`config.mk`:
```
export PLATFORM = sky130hd
export DESIGN_NAME = per_key_reply_holdoff_table_top_flat
export DESIGN_NICKNAME = d
export VERILOG_FILES = /design/src/hdl/pkrh_pkg.sv /design/src/hdl/pkrh_if.sv /design/src/hdl/pkrh_ram.sv /design/src/hdl/per_key_reply_holdoff_table_top.sv /design/src/flat_wrapper.sv
export SDC_FILE = /design/constraint.sdc
export NUM_CORES = 1
export LEC_CHECK = 0
export ABC_CLOCK_PERIOD_IN_PS = 8580
export BUFFER_PORTS_ARGS = -buffer_cell sky130_fd_sc_hd__buf_2
export CAP_MARGIN = 20
export CORE_MARGIN = 2
export CORE_UTILIZATION = 40
export CTS_CLUSTER_DIAMETER = 30
export DETAILED_ROUTE_END_ITERATION = 10
export SYNTH_ARGS = -nofsm -noshare
export SYNTH_HDL_FRONTEND = slang
export SYNTH_SLANG_ARGS = --single-unit
```
`constraint.sdc`:
```
create_clock -name clock -period 8.58 [get_ports clock]
set_input_delay 0.858 -clock clock [delete_from_list [all_inputs] [get_ports clock]]
set_output_delay 0.858 -clock clock [all_outputs]
set_load 0.01 [all_outputs]
```
`src/hdl/pkrh_pkg.sv`:
```
// Package for the per-key reply hold-off table.
// Holds table sizing, action and register codes and the slot word layout.
// No dependencies.
package pkrh_pkg;

   localparam int TABLE_ENTRIES = 16;
   localparam int IDX_W         = (TABLE_ENTRIES > 1) ? $clog2(TABLE_ENTRIES) : 1;
   localparam int CNT_W         = $clog2(TABLE_ENTRIES + 1);

   localparam int KEY_W         = 32;
   localparam int DELAY_W       = 16;
   localparam int ENTRIES_W     = 5;
   localparam int CSR_IDX_W     = 1;
   localparam int CSR_DATA_W    = 16;

   typedef enum logic [0:0] {
      ACT_MESSAGE = 1'b0,
      ACT_TICK    = 1'b1
   } action_type;

   typedef enum logic [CSR_IDX_W-1:0] {
      REG_ENABLED     = 1'b0,
      REG_REPLY_DELAY = 1'b1
   } csr_index_type;

   typedef struct packed {
      logic [KEY_W-1:0]   key;
      logic [DELAY_W-1:0] remaining;
      logic [DELAY_W-1:0] delay;
   } slot_type;

endpackage

```
`src/hdl/pkrh_if.sv`:
```
// Handshake channels of the per-key reply hold-off table.
// Request, response and register write channels; depends on pkrh_pkg.
interface pkrh_req_if;
   logic                         valid;
   logic                         ready;
   logic [0:0]                   action;
   logic [pkrh_pkg::KEY_W-1:0]   contact_key;

   modport source (output valid, output action, output contact_key, input ready);
   modport sink   (input valid, input action, input contact_key, output ready);
endinterface

interface pkrh_rsp_if;
   logic                             valid;
   logic                             ready;
   logic                             allowed;
   logic                             table_full;
   logic [pkrh_pkg::ENTRIES_W-1:0]   entries_in_use;

   modport source (output valid, output allowed, output table_full,
                   output entries_in_use, input ready);
   modport sink   (input valid, input allowed, input table_full,
                   input entries_in_use, output ready);
endinterface

interface pkrh_csr_if;
   logic                              valid;
   logic                              ready;
   logic [pkrh_pkg::CSR_IDX_W-1:0]    index;
   logic [pkrh_pkg::CSR_DATA_W-1:0]   wdata;

   modport source (output valid, output index, output wdata, input ready);
   modport sink   (input valid, input index, input wdata, output ready);
endinterface

```
`src/hdl/pkrh_ram.sv`:
```
// Generic simple dual-port RAM: one write port, one read port, registered read.
// No dependencies.
module pkrh_ram #(
   parameter int WIDTH  = 8,
   parameter int DEPTH  = 16,
   parameter int ADDR_W = (DEPTH > 1) ? $clog2(DEPTH) : 1
) (
   input  logic                  clock,
   input  logic                  wr_en,
   input  logic [ADDR_W-1:0]     wr_addr,
   input  logic [WIDTH-1:0]      wr_data,
   input  logic                  rd_en,
   input  logic [ADDR_W-1:0]     rd_addr,
   output logic [WIDTH-1:0]      rd_data
);
   logic [WIDTH-1:0] mem [DEPTH];

   always_ff @(posedge clock) begin
      if (wr_en) begin
         mem[wr_addr] <= wr_data;
      end
      if (rd_en) begin
         rd_data <= mem[rd_addr];
      end
   end
endmodule

```
`src/hdl/per_key_reply_holdoff_table_top.sv`:
```
// Top level of the per-key reply hold-off table.
// Depends on pkrh_pkg, the channel interfaces in pkrh_if and pkrh_ram.
//
// Keys, countdowns and delays live in one RAM of TABLE_ENTRIES words; valid
// bits and the entry count sit in flip-flops and are cleared by reset, so no
// clearing pass is needed. A tick or an enabled message sweeps the RAM one
// slot per cycle: the item is taken in the idle state, the scan state reads
// every slot, the last state evaluates the last read and the commit state
// commits and registers the result. A message while disabled goes from idle
// straight to commit without a sweep. Ticks age and expire entries during
// the sweep itself; a message is matched during the sweep and written back
// in the commit state. The lowest free slot takes a new key. A result waits
// in its output register and the block stalls at commit only while that
// register is full. Register writes are always taken.
module per_key_reply_holdoff_table_top (
   input  logic              clock,
   input  logic              reset,
   pkrh_req_if.sink          req_chan,
   pkrh_rsp_if.source        rsp_chan,
   pkrh_csr_if.sink          csr_chan
);
   localparam int N = pkrh_pkg::TABLE_ENTRIES;
   localparam logic [pkrh_pkg::IDX_W-1:0] LAST_IDX = pkrh_pkg::IDX_W'(N - 1);

   typedef enum logic [1:0] {
      ST_IDLE,
      ST_SCAN,
      ST_LAST,
      ST_COMMIT
   } state_type;

   state_type                        state_ff,    state_in;
   logic [pkrh_pkg::IDX_W-1:0]       idx_ff,      idx_in;
   logic                             eval_vld_ff, eval_vld_in;
   logic [pkrh_pkg::IDX_W-1:0]       eval_idx_ff, eval_idx_in;
   logic                             tick_ff,     tick_in;
   logic                             en_msg_ff,   en_msg_in;
   logic [pkrh_pkg::KEY_W-1:0]       key_ff,      key_in;
   logic                             hit_ff,      hit_in;
   logic [pkrh_pkg::IDX_W-1:0]       hit_idx_ff,  hit_idx_in;
   logic [pkrh_pkg::DELAY_W-1:0]     hit_dly_ff,  hit_dly_in;
   logic                             free_ff,     free_in;
   logic [pkrh_pkg::IDX_W-1:0]       free_idx_ff, free_idx_in;
   logic [N-1:0]                     valid_ff,    valid_in;
   logic [pkrh_pkg::CNT_W-1:0]       cnt_ff,      cnt_in;
   logic                             rsp_vld_ff,  rsp_vld_in;
   logic                             allow_ff,    allow_in;
   logic                             full_ff,     full_in;
   logic [pkrh_pkg::ENTRIES_W-1:0]   used_ff,     used_in;
   logic                             enabled_ff,  enabled_in;
   logic [pkrh_pkg::DELAY_W-1:0]     delay_ff,    delay_in;

   logic                             wr_en;
   logic [pkrh_pkg::IDX_W-1:0]       wr_addr;
   pkrh_pkg::slot_type               wr_data;
   logic                             rd_en;
   pkrh_pkg::slot_type               rd_data;
   logic [pkrh_pkg::DELAY_W-1:0]     rem_dec;
   logic                             out_free;

   pkrh_ram #(
      .WIDTH ($bits(pkrh_pkg::slot_type)),
      .DEPTH (N)
   ) u_slot_ram (
      .clock   (clock),
      .wr_en   (wr_en),
      .wr_addr (wr_addr),
      .wr_data (wr_data),
      .rd_en   (rd_en),
      .rd_addr (idx_ff),
      .rd_data (rd_data)
   );

   assign req_chan.ready          = (state_ff == ST_IDLE);
   assign csr_chan.ready          = 1'b1;
   assign rsp_chan.valid          = rsp_vld_ff;
   assign rsp_chan.allowed        = allow_ff;
   assign rsp_chan.table_full     = full_ff;
   assign rsp_chan.entries_in_use = used_ff;

   assign out_free = !rsp_vld_ff || rsp_chan.ready;
   assign rd_en    = (state_ff == ST_SCAN);
   assign rem_dec  = rd_data.remaining - pkrh_pkg::DELAY_W'(rd_data.remaining != '0);

   always_comb begin
      state_in    = state_ff;
      idx_in      = idx_ff;
      eval_vld_in = 1'b0;
      eval_idx_in = idx_ff;
      tick_in     = tick_ff;
      en_msg_in   = en_msg_ff;
      key_in      = key_ff;
      hit_in      = hit_ff;
      hit_idx_in  = hit_idx_ff;
      hit_dly_in  = hit_dly_ff;
      free_in     = free_ff;
      free_idx_in = free_idx_ff;
      valid_in    = valid_ff;
      cnt_in      = cnt_ff;
      rsp_vld_in  = rsp_vld_ff && !rsp_chan.ready;
      allow_in    = allow_ff;
      full_in     = full_ff;
      used_in     = used_ff;
      enabled_in  = enabled_ff;
      delay_in    = delay_ff;
      wr_en       = 1'b0;
      wr_addr     = eval_idx_ff;
      wr_data     = '{key: rd_data.key, remaining: rem_dec, delay: rd_data.delay};

      if (csr_chan.valid) begin
         unique case (csr_chan.index)
            pkrh_pkg::REG_ENABLED:     enabled_in = csr_chan.wdata[0];
            pkrh_pkg::REG_REPLY_DELAY: delay_in   = csr_chan.wdata;
            default:                   ;
         endcase
      end

      // Evaluate the slot read in the previous cycle.
      if (eval_vld_ff) begin
         if (tick_ff) begin
            if (valid_ff[eval_idx_ff]) begin
               wr_en = 1'b1;
               if (rem_dec == '0) begin
                  valid_in[eval_idx_ff] = 1'b0;
                  cnt_in                = cnt_ff - 1'b1;
               end
            end
         end else if (valid_ff[eval_idx_ff]) begin
            if (!hit_ff && rd_data.key == key_ff) begin
               hit_in     = 1'b1;
               hit_idx_in = eval_idx_ff;
               hit_dly_in = rd_data.delay;
            end
         end else if (!free_ff) begin
            free_in     = 1'b1;
            free_idx_in = eval_idx_ff;
         end
      end

      unique case (state_ff)
         ST_IDLE: begin
            if (req_chan.valid) begin
               tick_in   = (req_chan.action == pkrh_pkg::ACT_TICK);
               en_msg_in = (req_chan.action == pkrh_pkg::ACT_MESSAGE) && enabled_ff;
               key_in    = req_chan.contact_key;
               hit_in    = 1'b0;
               free_in   = 1'b0;
               idx_in    = '0;
               if (req_chan.action == pkrh_pkg::ACT_TICK || enabled_ff) begin
                  state_in = ST_SCAN;
               end else begin
                  state_in = ST_COMMIT;
               end
            end
         end
         ST_SCAN: begin
            eval_vld_in = 1'b1;
            eval_idx_in = idx_ff;
            if (idx_ff == LAST_IDX) begin
               state_in = ST_LAST;
            end else begin
               idx_in = idx_ff + 1'b1;
            end
         end
         ST_LAST: begin
            state_in = ST_COMMIT;
         end
         ST_COMMIT: begin
            if (out_free) begin
               allow_in = 1'b0;
               full_in  = 1'b0;
               if (en_msg_ff) begin
                  if (hit_ff) begin
                     wr_en   = 1'b1;
                     wr_addr = hit_idx_ff;
                     wr_data = '{key: key_ff, remaining: hit_dly_ff, delay: hit_dly_ff};
                  end else if (free_ff) begin
                     wr_en                 = 1'b1;
                     wr_addr               = free_idx_ff;
                     wr_data               = '{key: key_ff, remaining: delay_ff,
                                               delay: delay_ff};
                     valid_in[free_idx_ff] = 1'b1;
                     cnt_in                = cnt_ff + 1'b1;
                     allow_in              = 1'b1;
                  end else begin
                     full_in = 1'b1;
                  end
               end
               used_in    = pkrh_pkg::ENTRIES_W'(cnt_in);
               rsp_vld_in = 1'b1;
               state_in   = ST_IDLE;
            end
         end
         default: state_in = ST_IDLE;
      endcase
   end

   always_ff @(posedge clock) begin
      if (reset) begin
         state_ff    <= ST_IDLE;
         eval_vld_ff <= 1'b0;
         valid_ff    <= '0;
         cnt_ff      <= '0;
         rsp_vld_ff  <= 1'b0;
         enabled_ff  <= 1'b0;
         delay_ff    <= '0;
      end else begin
         state_ff    <= state_in;
         eval_vld_ff <= eval_vld_in;
         valid_ff    <= valid_in;
         cnt_ff      <= cnt_in;
         rsp_vld_ff  <= rsp_vld_in;
         enabled_ff  <= enabled_in;
         delay_ff    <= delay_in;
      end
      idx_ff      <= idx_in;
      eval_idx_ff <= eval_idx_in;
      tick_ff     <= tick_in;
      en_msg_ff   <= en_msg_in;
      key_ff      <= key_in;
      hit_ff      <= hit_in;
      hit_idx_ff  <= hit_idx_in;
      hit_dly_ff  <= hit_dly_in;
      free_ff     <= free_in;
      free_idx_ff <= free_idx_in;
      allow_ff    <= allow_in;
      full_ff     <= full_in;
      used_ff     <= used_in;
   end
endmodule
```
`src/flat_wrapper.sv`:
```
// flat-port wrapper written by rule: the top's interface ports become plain ports
module per_key_reply_holdoff_table_top_flat 
  (clock, reset, req_chan_valid, req_chan_action, req_chan_contact_key, req_chan_ready, rsp_chan_valid, rsp_chan_allowed, rsp_chan_table_full, rsp_chan_entries_in_use, rsp_chan_ready, csr_chan_valid, csr_chan_index, csr_chan_wdata, csr_chan_ready);
  pkrh_req_if req_chan_i ();
  pkrh_rsp_if rsp_chan_i ();
  pkrh_csr_if csr_chan_i ();
  input  logic clock;
  input  logic reset;
  input wire logic [$bits(req_chan_i.valid)-1:0] req_chan_valid;
  input wire logic [$bits(req_chan_i.action)-1:0] req_chan_action;
  input wire logic [$bits(req_chan_i.contact_key)-1:0] req_chan_contact_key;
  output wire logic [$bits(req_chan_i.ready)-1:0] req_chan_ready;
  output wire logic [$bits(rsp_chan_i.valid)-1:0] rsp_chan_valid;
  output wire logic [$bits(rsp_chan_i.allowed)-1:0] rsp_chan_allowed;
  output wire logic [$bits(rsp_chan_i.table_full)-1:0] rsp_chan_table_full;
  output wire logic [$bits(rsp_chan_i.entries_in_use)-1:0] rsp_chan_entries_in_use;
  input wire logic [$bits(rsp_chan_i.ready)-1:0] rsp_chan_ready;
  input wire logic [$bits(csr_chan_i.valid)-1:0] csr_chan_valid;
  input wire logic [$bits(csr_chan_i.index)-1:0] csr_chan_index;
  input wire logic [$bits(csr_chan_i.wdata)-1:0] csr_chan_wdata;
  output wire logic [$bits(csr_chan_i.ready)-1:0] csr_chan_ready;
  assign req_chan_i.valid = req_chan_valid;
  assign req_chan_i.action = req_chan_action;
  assign req_chan_i.contact_key = req_chan_contact_key;
  assign req_chan_ready = req_chan_i.ready;
  assign rsp_chan_valid = rsp_chan_i.valid;
  assign rsp_chan_allowed = rsp_chan_i.allowed;
  assign rsp_chan_table_full = rsp_chan_i.table_full;
  assign rsp_chan_entries_in_use = rsp_chan_i.entries_in_use;
  assign rsp_chan_i.ready = rsp_chan_ready;
  assign csr_chan_i.valid = csr_chan_valid;
  assign csr_chan_i.index = csr_chan_index;
  assign csr_chan_i.wdata = csr_chan_wdata;
  assign csr_chan_ready = csr_chan_i.ready;
  per_key_reply_holdoff_table_top u_core (.clock(clock), .reset(reset), .req_chan(req_chan_i), .rsp_chan(rsp_chan_i), .csr_chan(csr_chan_i));
endmodule
```
[After elaboration in Yosys (flattened, before gate mapping)]
Memories as Yosys holds them, arrays and structs flattened. A register that Yosys moved wholly into a read port is not among the register bits.
Cells that the tools add are included.
Operators by class
  add/sub/neg operators: 4
  magnitude comparators: 4
  equality and inequality tests: 9
  multiplexer cells: 68
  bitwise operators: 8
  reduce and logical (&&, ||, !) cells: 23
Operators by type and width (number)
  $mux W64: 5
  $mux W16: 9
  $mux W5: 9
  $eq A32 B32 Y1: 1
  $mux W1: 29
  $mux W4: 7
  $and A16 B16 Y16: 1
  $logic_not A16 Y1: 1
  $not A16 Y16: 1
  $or A16 B16 Y16: 1
  $reduce_bool A16 Y1: 1
  $sub A16 B1 Y16: 1
  $lt A4 B5 Y1 const B: 2
  $reduce_and A3 Y1: 3
  $demux W1 S4: 2
  $ge A4 B1 Y1 const B: 2
  $mux W2: 4
  $pmux W2 S4: 1
  $pmux W4 S2: 1
  $reduce_and A2 Y1: 4
  $ne A2 B2 Y1 const B: 3
  $add A5 B1 Y5 const B: 1
  $logic_and A1 B1 Y1: 5
  $not A1 Y1: 5
  13 further kinds: 17
Word-level totals
  register bits after elaboration: 117
  memory bits (writable): 1024
  output and inout bits: 10
  word-level logic and storage cells: 137
  memories: 1
Memories
  u_core.u_slot_ram.mem: depth 16, bits a word 64, rd ports 1, clocked after memory_dff 1, wr ports 1, line pkrh_ram.sv:16  | logic [WIDTH-1:0] mem [DEPTH];

[Depth between registers and ports, before layout]
  depth after elaboration: 16
  mapped depth: 15
  mapped depth without buffers: 12

[Cells and area by module]
A second synthesis with hierarchy kept.
Second synthesis, totals
  cells, all modules: 2379
  area total of the unflattened synthesis: 46837.4 µm²
Modules (own cells, without submodules)
  pkrh_ram: times used 1, cells each 1647, area each 40222.3 µm²
  per_key_reply_holdoff_table_top: times used 1, cells each 732, area each 6615.1 µm²

[Worst setup path after synthesis]
No wires, ideal clock.
  kind: input -> register
  from: input rsp_chan_ready
  to: memory u_core.u_slot_ram.mem[10][0] in the netlist's numbering (enable)
  data arrival time: 4.995 ns
  slack: 3.099 ns
  cell stages on the path: 8
  buffers on the path: 1
  cells stage by stage: nor2b_1 > nand2b_1 > inv_2 > nand2_1 > clkbuf_1 > a21oi_1 > or3b_1 > nor2_1
On the way
  longest elaborated chain between the ends: 5
  elaborated cells on any way between the ends: 7
  those cells by class: mux (6); reduce/logical (1)
RTL lines
  start, declared: line flat_wrapper.sv:17  | input wire logic [$bits(rsp_chan_i.ready)-1:0] rsp_chan_ready;
  $logic_or A1 B1 Y1 (*): line per_key_reply_holdoff_table_top.sv:81  | assign out_free = !rsp_vld_ff || rsp_chan.ready;
  $mux W1: line per_key_reply_holdoff_table_top.sv:169  | if (out_free) begin
  $mux W1: line per_key_reply_holdoff_table_top.sv:140  | unique case (state_ff)
  $mux W1: line pkrh_ram.sv:19  | if (wr_en) begin
  $mux W1 (implied by the code): line pkrh_ram.sv:20  | mem[wr_addr] <= wr_data;
  end, declared: line pkrh_ram.sv:16
Every way passes the cells marked *; elsewhere a longest branch is shown, timed or not.

[Worst setup path in the final report]
  from: register u_core.state_ff[0]
  to: memory u_core.u_slot_ram.mem[6][36] in the netlist's numbering (enable)
On the way
  longest elaborated chain between the ends: 4
  elaborated cells on any way between the ends: 5
  those cells by class: eq/ne (1); mux (4)
RTL lines
  start, declared: line per_key_reply_holdoff_table_top.sv:32  | state_type state_ff, state_in;
  start signal, assigned: line per_key_reply_holdoff_table_top.sv:208  | state_ff <= state_in;
  $eq A2 B2 Y1 (*): line per_key_reply_holdoff_table_top.sv:140
  $mux W1: line per_key_reply_holdoff_table_top.sv:140
  $mux W1: line pkrh_ram.sv:19
  $mux W1 (implied by the code): line pkrh_ram.sv:20
Marks and branches as above.

==> flow_metrics.tcl <==
set metrics [dict create \
    r2r_end "u_core.u_slot_ram.mem[6][36]" \
    status "finished clean" \
    layout_common_cells "1,157 x edfxtp_1, 322 x mux4_2, 215 x clkbuf_16" \
    fillers 9269 \
    synth_area_sq_mm 0.0468 \
    clkTransAtPathRegs_ns 0.05 \
    grt-ovfl-total 0 \
    drt_wl_total_mm 109 \
    p_leak_nw 18.2 \
    viasPerCell 5.60 \
    grt_setup_unrepaired "false" \
    multiInputGateArea_sq_mm 0.0107 \
    p_per_area_mw_per_mm2 366 \
    peakVddDrop_mv 0.248 \
    worst_slew_pin_slew_ns 1.13 \
    clock_path_buffers 3 \
    crit_chain "ha_1 -> nand2b_1 -> inv_2 -> nand2_1 -> nor2_4 -> buf_4 -> nor2_1 -> or3b_1 -> nor2_4 -> buf_4" \
    avgSynthCellArea_sq_um 21.6 \
    setup_violations 0 \
    final_cells 4118 \
    dr_total_vias 23100 \
    timing.hold.worst_endpoint "u_core.key_ff[20]" \
    ys_types 61 \
    place_hpwl_mm 56.9 \
    htreeDepth 4 \
    drive_gt1_frac 0.334 \
    ant_nets 0 \
    hold_class "primary input to flip-flop" \
    grt_usage 0.184 \
    timing.fmax_mhz 202 \
    cap_viol_max_count 0 \
    final_nets 2474 \
    critPathMaxStageDelay_ns 0.83 \
    gp_congestion 0.848 \
    seq_area_sq_mm 0.0357 \
    initial_core_util 0.403 \
    grt_max_degree 140 \
    drt_iter0_drc 2316 \
    layout_commonest_cell "edfxtp_1" \
    maxSlewViolCount 0 \
    synth_fp_nets 2236 \
    dr.pass1.iters 7 \
    cts_made_buffers 213 \
    io_pins 65 \
    grt_pass1_wl_mm 162 \
    ys_seq_area_frac 0.763 \
    async_flop_share 0 \
    cts-root-buf "clkbuf_16" \
    rows 125 \
    antenna_found_initial 1 \
    cts_sinks 1205 \
    cp_data_required_time_ns 8.99 \
    die_h_microns 346 \
    r2r_start "u_core.state_ff[0]" \
    first_global_vias 24200 \
    synth_edf_count 1157 \
    reg2reg_depth 10 \
    min_period_over_period 0.576 \
    min_path_cells 1 \
    netlist_instances 2172 \
    die_area_sq_mm 0.120 \
    worstSetupPathType "flip-flop to flip-flop" \
    crit_arrival_ns 5.35 \
    clkLatencyLatePin_ns 0.81 \
    cts_tree "done" \
    cts_setup_buffers 0 \
    ctsResizeCount 0 \
    fin_crit_ns 4.94 \
    min_from "req_chan_contact_key[20]" \
    portBuffers 63 \
    area_growth_pct 21.4 \
    crit_buf_inv 3 \
    yosys_warnings 0 \
    cp_max_fo 41 \
    skew_ns 0.0502 \
    hold_viol_final 0 \
    ys_ff_latch 1205 \
    core-area_sq_mm 0.116 \
    hold_buffers 0 \
    setup_tns_ns 0 \
    cpLargestDelayFamily "simple AND/OR/NAND/NOR gates" \
    drc 0 \
    maxSlewHeadroom 0.244 \
    dp_cells 3699 \
    dieWidth_microns 346 \
    crit_path_top_delay_cell "nor2_4" \
    startpoint_type "flip-flop" \
    wl_per_cell_microns 26.6 \
    rrSetupSlack_ns 3.64 \
    endpoint_kind "flip-flop" \
    synth-main-ff-cell "edfxtp_1" \
]
## state kept, by name (all words and copies together) (netlist names), 5 cells and up
| name | cells |
|---|---|
| u_core.rsp_chan.entries_in_use | 5 |
| u_core.key_ff | 32 |
| u_core.u_slot_ram.mem | 1024 |
| u_core.valid_ff | 16 |
| u_core.delay_ff | 16 |
| u_core.hit_dly_ff | 16 |
| u_core.u_slot_ram.rd_data | 64 |
| u_core.cnt_ff | 5 |
## synthesized netlist by cell type (24+ instances only)
cell      count  area, sq um
edfxtp_1   1157        34700
mux4_2      322         7250
clkbuf_1     85          319
nand2_1      71          267
o22ai_1      63          394
a21oi_1      59          295
dfxtp_1      48          961
nor2_1       44          165
mux2_1       29          327
inv_1        26         97.6
xor2_1       26          228
buf_1        25         93.8
xnor2_1      24          210
## kinds of logic after synthesis
logic type	synth area share
multiplexers	0.166
AO/OA/AOI/OAI	0.0232
AND/OR/NAND/NOR	0.0243
flip-flops	0.763
XOR/XNOR	0.00935
adder cells (fa/ha/maj)	0.00241
buffers and inverters	0.0123
other	0.0000801
## through the flow
stage                     power [mW]  setup slack [ns]  hold slack, ns  instance area [sq um]  utilization
after floorplan                 11.0              3.10           0.346                  46800            -
after global placement          12.2              3.27           0.466                  49100        0.423
after detailed placement        12.4              3.22           0.470                  49200        0.424
after CTS                       21.0              3.60           0.168                  56700        0.488
after global routing            21.6              3.27           0.190                  56800        0.489
final                           20.8              3.64           0.222                  56800        0.489
## power breakdown
part           switching [mW]  total, mW  internal (mW)  leakage, nW
combinational            2.51       4.42           1.92         3.74
sequential              0.277       7.89           7.61         10.9
clock                    2.98       8.51           5.54         3.60
## worst max-delay path by stage
stage                       startpoint                            to  slack [ns]  depth (start not counted)
finish              u_core.state_ff[0]  u_core.u_slot_ram.mem[6][36]        3.64                         10
floorplan               rsp_chan_ready  u_core.u_slot_ram.mem[10][0]        3.10                          8
CTS                 u_core.state_ff[0]  u_core.u_slot_ram.mem[6][36]        3.60                         10
global placement        rsp_chan_ready  u_core.u_slot_ram.mem[6][32]        3.27                         11
detailed placement      rsp_chan_ready  u_core.u_slot_ram.mem[6][46]        3.22                         11
global route        u_core.state_ff[0]  u_core.u_slot_ram.mem[6][36]        3.27                         10
## per-layer routing
metal / vias up / GRT usage / wire (microns)
met2: 914 / 0.293 / 53300
met3: 165 / 0.0360 / 7030
met5: - / 0 / 0
met1: 12300 / 0.256 / 47000
met4: 0 / 0.0603 / 2240
li1: 9705 / - / -
## final cells by class
cell class	instances	share of cell area
antenna	1	0.0000440
clock buffer	234	0.0968
clock inverter	164	0.0342
inverter	30	0.00198
multi-input combinational	820	0.188
sequential	1205	0.628
tap	1524	0.0335
timing repair buffer	140	0.0172
Note: power is estimated with default switching activity, not from simulation.
